[config.mk]
export PLATFORM = sky130hd
export DESIGN_NAME = ttcb_cursor
export DESIGN_NICKNAME = d
export VERILOG_FILES = /design/src/ttcb_pkg.sv /design/src/ttcb_cursor.sv
export SDC_FILE = /design/constraint.sdc
export NUM_CORES = 1
export LEC_CHECK = 0
export BUFFER_PORTS_ARGS = -buffer_cell sky130_fd_sc_hd__buf_2
export CAP_MARGIN = 15
export CELL_PAD_IN_SITES_DETAIL_PLACEMENT = 1
export CELL_PAD_IN_SITES_GLOBAL_PLACEMENT = 2
export CORE_ASPECT_RATIO = 0.9
export CORE_MARGIN = 1.5
export CORE_UTILIZATION = 28
export DETAILED_ROUTE_END_ITERATION = 10
export GPL_ROUTABILITY_DRIVEN = 0
export PLACE_DENSITY_LB_ADDON = 0.1
export SLEW_MARGIN = 30
export SYNTH_ARGS = -nofsm -noshare
export SYNTH_HDL_FRONTEND = slang
export SYNTH_SLANG_ARGS = --single-unit
[constraint.sdc]
create_clock -name vclk -period 2.55
set_input_delay 0.3825 -clock vclk [all_inputs]
set_output_delay 0.3825 -clock vclk [all_outputs]
set_load 0.01 [all_outputs]
[src/ttcb_pkg.sv]
// shared types and constants for the text terminal character buffer
// no dependencies; compile first
`default_nettype none

package ttcb_pkg;

    localparam int ROW_W  = 6;
    localparam int COL_W  = 7;
    localparam int CHAR_W = 8;
    localparam int TGT_W  = 8;
    localparam int MODE_W = 3;

    localparam logic [MODE_W-1:0] MODE_PUT   = 3'd0;
    localparam logic [MODE_W-1:0] MODE_MOVE  = 3'd1;
    localparam logic [MODE_W-1:0] MODE_CLEAR = 3'd2;
    localparam logic [MODE_W-1:0] MODE_SCRL  = 3'd3;
    localparam logic [MODE_W-1:0] MODE_READ  = 3'd4;

    localparam logic [CHAR_W-1:0] CH_PRINT_LO = 8'h20;
    localparam logic [CHAR_W-1:0] CH_PRINT_HI = 8'h7E;
    localparam logic [CHAR_W-1:0] CH_BLANK    = 8'h20;
    localparam logic [CHAR_W-1:0] CH_LF       = 8'h0A;
    localparam logic [CHAR_W-1:0] CH_CR       = 8'h0D;
    localparam logic [CHAR_W-1:0] CH_BS       = 8'h08;
    localparam logic [CHAR_W-1:0] CH_TAB      = 8'h09;

    // decoded command and cursor outcome for one transaction
    typedef struct packed {
        logic [ROW_W-1:0] row;
        logic [COL_W-1:0] col;
        logic             put;
        logic             scroll;
        logic             clear;
        logic             read;
    } t_cur_res;

endpackage

`default_nettype wire

[src/ttcb_cursor.sv]
// command decode and cursor update for one transaction
// depends on ttcb_pkg
`default_nettype none

module ttcb_cursor #(
    parameter int ROWS = 24,
    parameter int COLS = 80
) (
    input  wire logic [ttcb_pkg::MODE_W-1:0] i_mode,
    input  wire logic [ttcb_pkg::CHAR_W-1:0] i_char,
    input  wire logic [ttcb_pkg::TGT_W-1:0]  i_row_tgt,
    input  wire logic [ttcb_pkg::TGT_W-1:0]  i_col_tgt,
    input  wire logic [ttcb_pkg::ROW_W-1:0]  i_row,
    input  wire logic [ttcb_pkg::COL_W-1:0]  i_col,
    output ttcb_pkg::t_cur_res               o_res
);
    import ttcb_pkg::*;

    localparam logic [ROW_W:0]   ROWS_N   = (ROW_W + 1)'(ROWS);
    localparam logic [ROW_W-1:0] ROW_LAST = ROW_W'(ROWS - 1);
    localparam logic [TGT_W-1:0] ROWS_T   = TGT_W'(ROWS);
    localparam logic [TGT_W-1:0] COLS_T   = TGT_W'(COLS);

    logic [ROW_W:0]   row_inc;
    logic [TGT_W-1:0] col_inc;
    logic [TGT_W-1:0] tab_col;
    logic             row_tgt_ok;
    logic             col_tgt_ok;
    logic             newline;

    assign row_inc    = {1'b0, i_row} + 1'b1;
    assign col_inc    = {1'b0, i_col} + 1'b1;
    // one spare bit so a tab from the last stop reaches 128
    assign tab_col    = {{1'b0, i_col[COL_W-1:3]} + 5'd1, 3'b000};
    assign row_tgt_ok = i_row_tgt < ROWS_T;
    assign col_tgt_ok = i_col_tgt < COLS_T;

    always_comb begin
        o_res     = '0;
        o_res.row = i_row;
        o_res.col = i_col;
        newline   = 1'b0;

        unique case (i_mode)
            MODE_PUT: begin
                unique case (i_char) inside
                    [CH_PRINT_LO:CH_PRINT_HI]: begin
                        o_res.put = 1'b1;
                        if (col_inc >= COLS_T) begin
                            newline = 1'b1;
                        end else begin
                            o_res.col = col_inc[COL_W-1:0];
                        end
                    end
                    CH_LF: newline = 1'b1;
                    CH_CR: o_res.col = '0;
                    CH_BS: begin
                        if (i_col != '0) begin
                            o_res.col = i_col - 1'b1;
                        end
                    end
                    CH_TAB: begin
                        if (tab_col >= COLS_T) begin
                            newline = 1'b1;
                        end else begin
                            o_res.col = tab_col[COL_W-1:0];
                        end
                    end
                    default: ;
                endcase
            end
            MODE_MOVE: begin
                if (row_tgt_ok) begin
                    o_res.row = i_row_tgt[ROW_W-1:0];
                end
                if (col_tgt_ok) begin
                    o_res.col = i_col_tgt[COL_W-1:0];
                end
            end
            MODE_CLEAR: begin
                o_res.clear = 1'b1;
                o_res.row   = '0;
                o_res.col   = '0;
            end
            MODE_SCRL: o_res.scroll = 1'b1;
            MODE_READ: o_res.read = row_tgt_ok && col_tgt_ok;
            default: ;
        endcase

        // advance past the bottom row keeps the cursor there and scrolls
        if (newline) begin
            o_res.col = '0;
            if (row_inc >= ROWS_N) begin
                o_res.row    = ROW_LAST;
                o_res.scroll = 1'b1;
            end else begin
                o_res.row = row_inc[ROW_W-1:0];
            end
        end
    end

endmodule

`default_nettype wire

======== Word level (Yosys, flattened, before mapping) ========
Cells that the tools add are included.
storage, ports and cells
  register bits ........................... 0
  bits of input ports ..................... 40
operators by class
  eq/ne operators ......................... 8
  $add $sub $neg .......................... 4
  magnitude comparators ................... 7
  reduce and logical (&&, ||, !) cells .... 4
  muxes and demuxes ....................... 21
operators with widths
  kind                 count
  $eq 8x4->1 const B   4
  $mux 7               4
  $pmux 7 s4           1
  $pmux 7 s3           1
  $ge 8x7->1 const B   2
  $mux 13              1
  $mux 6               2
  $pmux 6 s2           1
  $mux 1               10
  $add 7x1->8 const B  1
  $ge 8x6->1 const B   1
  $le 8x7->1 const B   1
  $lt 8x5->1 const B   1
  $lt 8x7->1 const B   1
  $add 6x1->7 const B  1
  $ge 7x5->1 const B   1
  $reduce_bool 7->1    1
  $sub 7x1->7 const B  1
  $eq 3x2->1 const B   2
  $add 4x1->5 const B  1
  $eq 3x1->1 const B   1
  $eq 3x3->1 const B   1
  $logic_not 3->1      1
  $pmux 1 s3           1
  $logic_and 1x1->1    2

======== Longest topological paths before layout ========
  depth after elaboration ................. 6
  gate-level depth with buffers ........... 9
  mapped depth without buffers ............ 7

======== Worst setup path after synthesis ========
Ideal clock, no wire load.
  path kind ............................... input to output
  start ................................... input i_col[3] (netlist name)
  end ..................................... output o_res[4] (netlist name)
  stages on the path ...................... 8
  slack ................................... -0.006 ns
  arrival time ............................ 2.174 ns
  path buffers ............................ 2
  required time ........................... 2.168 ns
  cell sequence ........................... clkbuf_1 > inv_1 > ha_1 > a2111o_1 > nand3_2 > a311oi_4 > buf_6 > nor4_2
RTL lines
  item                RTL line           source
  start: declaration  ttcb_cursor.sv:14  input wire logic [ttcb_pkg::COL_W-1:0] i_col,
  end: declaration    ttcb_cursor.sv:15  output ttcb_pkg::t_cur_res o_res

==> impl_metrics.tcl <==
set metrics [dict create \
    route.detailed.drc 0 \
    grt_overflow 0 \
    crit_path_frequent_cell "buf_8" \
    synth-compound-area-share_pct 44.36 \
    die_x_microns 81.81 \
    layout_commonest_cell "buf_2" \
    dr.pass1.iters 4 \
    fin_crit_sh_pct 101.4 \
    dp_hpwl_microns 5368 \
    vias 2225 \
    violations "negative setup slack" \
    grtUsageMet3_pct 0.6135 \
    power_uw 428.4 \
    yosys.area_share.simple_pct 36.29 \
    slew_viol_final 0 \
    gr-usage-met2_pct 41.35 \
    path_max_fanout 6 \
    worst_pin_slew_ns 0.4379 \
    synth_nets 278 \
    layout_common_cells "buf_2, buf_4, nor2_1" \
    port_buffers 57 \
    crit_family "buffers and inverters" \
    final_area_sq_um 2576 \
    drive_gt1_share_pct 48.48 \
    wl_per_cell_microns 18.21 \
    synth_xor_area_share_pct 4.396 \
    syn_area_sq_um 1565 \
    grt_most_used_layer "met2" \
    p_leak_uw 0.001096 \
    cpPeakStageDelay_ns 0.40 \
    grt_pass1_vias 2176 \
    core_area_sq_um 5318 \
    finalSetupViolCount 3 \
    crit_slowest_cell "a2111o_1" \
    grt_max_degree 20 \
    hold_violations 0 \
    seq_area_frac_synth_pct 0 \
    die_area_sq_um 6048 \
    dp_slack_ns -0.2260 \
    ioPinCount 57 \
    worstSetupEndpointType "output pin" \
    relSlewSlack_pct 70.63 \
    grt_pass1_wl_microns 11120 \
    syn_inst 230 \
    vdd_drop_max_mv 0.06795 \
    cap_violations 0 \
    start_util_pct 29.44 \
    seq_cells 0 \
    grtUsageTotal_pct 23.58 \
    fin_ws_ns -0.03513 \
    syn_area_per_cell_sq_um 6.805 \
    synthAdderAreaFrac_pct 6.395 \
    crit_chain "buf_8, buf_6, inv_4, ha_4, a2111o_1, nand3_4, a311oi_4, buf_12, buf_8, a311oi_2, buf_2" \
    start_kind "primary input" \
    fp.dieH_microns 73.93 \
    yosysUniqueCellTypes 65 \
    cp.required_ns 2.17 \
    criticalPathCategory "in2out" \
    nets 378 \
    synth_top_family_by_area "compound AO/OA/AOI/OAI gates" \
    status "complete, but fails checks" \
    arrival_ns 2.20 \
    power_density_nw_per_um2 166.3 \
    vias_per_cell 5.633 \
    rsz0062_at_grt "true" \
    met1_usage_pct 33.55 \
    ys_warn_count 0 \
    hold_path_class "in2out" \
    area_growth_pct 64.59 \
    clkbuf_count 0 \
    dpl-instance-area_sq_um 2195 \
    ff_latch_area_sq_um 0 \
    rows 25 \
    diodes 0 \
    hold_buffers 0 \
    max_freq_mhz 386.8 \
    antenna_left 0 \
    synthMuxAreaShare_pct 1.599 \
    post-route-min-period_ns 2.585 \
    antenna_found_initial 0 \
    crit_buf_inv 6 \
    wirelength_microns 7192 \
    drtIter0Drc 113 \
]
[cells by family after synthesis]
| logic type | Yosys count |
|---|---|
| muxes | 2 |
| xor gates and xnor gates | 7 |
| and+or+nand+nor | 95 |
| buffers and inverters | 25 |
| AOI/OAI and AO/OA | 93 |
| adders and majority gates | 8 |
[repair_timing]
action	in CTS	in global routing
setup endpoints to repair	14	12
resized for setup	42	19
pin swaps	15	9
cloned	0	0
setup buffers	12	3
[through the flow]
step	TNS (ns)	cells	util, %	hold slack, ns
final	-0.06801	395	48.45	1.104
after global routing	-0.5778	395	48.45	1.128
after CTS	-0.02335	394	46.47	1.102
after detailed placement	-1.719	382	41.27	1.099
after global placement	-0.8913	382	41.27	1.090
after floorplan	0	230	-	0.8587
[area by class of cell]
| type | count | area, sq um |
|---|---|---|
| Fill cell | 694 | 2741 |
| Inverter | 11 | 43.79 |
| Timing Repair Buffer | 112 | 783.3 |
| Tap cell | 67 | 83.83 |
| Multi-Input combinational cell | 205 | 1665 |
[cell usage after synthesis (all sizes together), types with 3 or more instances]
master / number / area share [%]
xnor2: 7 / 4.4
a21oi: 17 / 6.4
nor2b: 4 / 1.6
inv: 11 / 2.6
ha: 8 / 6.4
o21ai: 17 / 5.4
o21a: 3 / 1.4
a31oi: 12 / 4.8
o21bai: 3 / 1.4
nand3: 10 / 3.5
nor4: 4 / 2.0
o221ai: 3 / 2.8
nor3b: 5 / 3.1
nor3: 14 / 4.8
o22ai: 7 / 3.2
a211oi: 10 / 5.4
nand2: 14 / 3.4
clkbuf: 9 / 2.2
buf: 5 / 2.2
and3: 8 / 3.2
nand2b: 4 / 1.6
nor2: 18 / 4.3
a211o: 3 / 1.7
[final timing paths]
kind   endpoint  cells after the start  startpoint
min   o_res[11]                      3    i_row[0]
max    o_res[8]                     11    i_col[3]
[power by group]
group | switching, uW | internal [uW]
combinational | 229 | 200
clock | 0 | 0
sequential | 0 | 0
total | 229 | 200
[routing by layer]
metal	up-vias	wire length, microns
met5	-	0
met4	0	68
met3	9	341
met2	62	3476
met1	1056	3305
li1	1098	-
(Power assumes the default switching activity.)
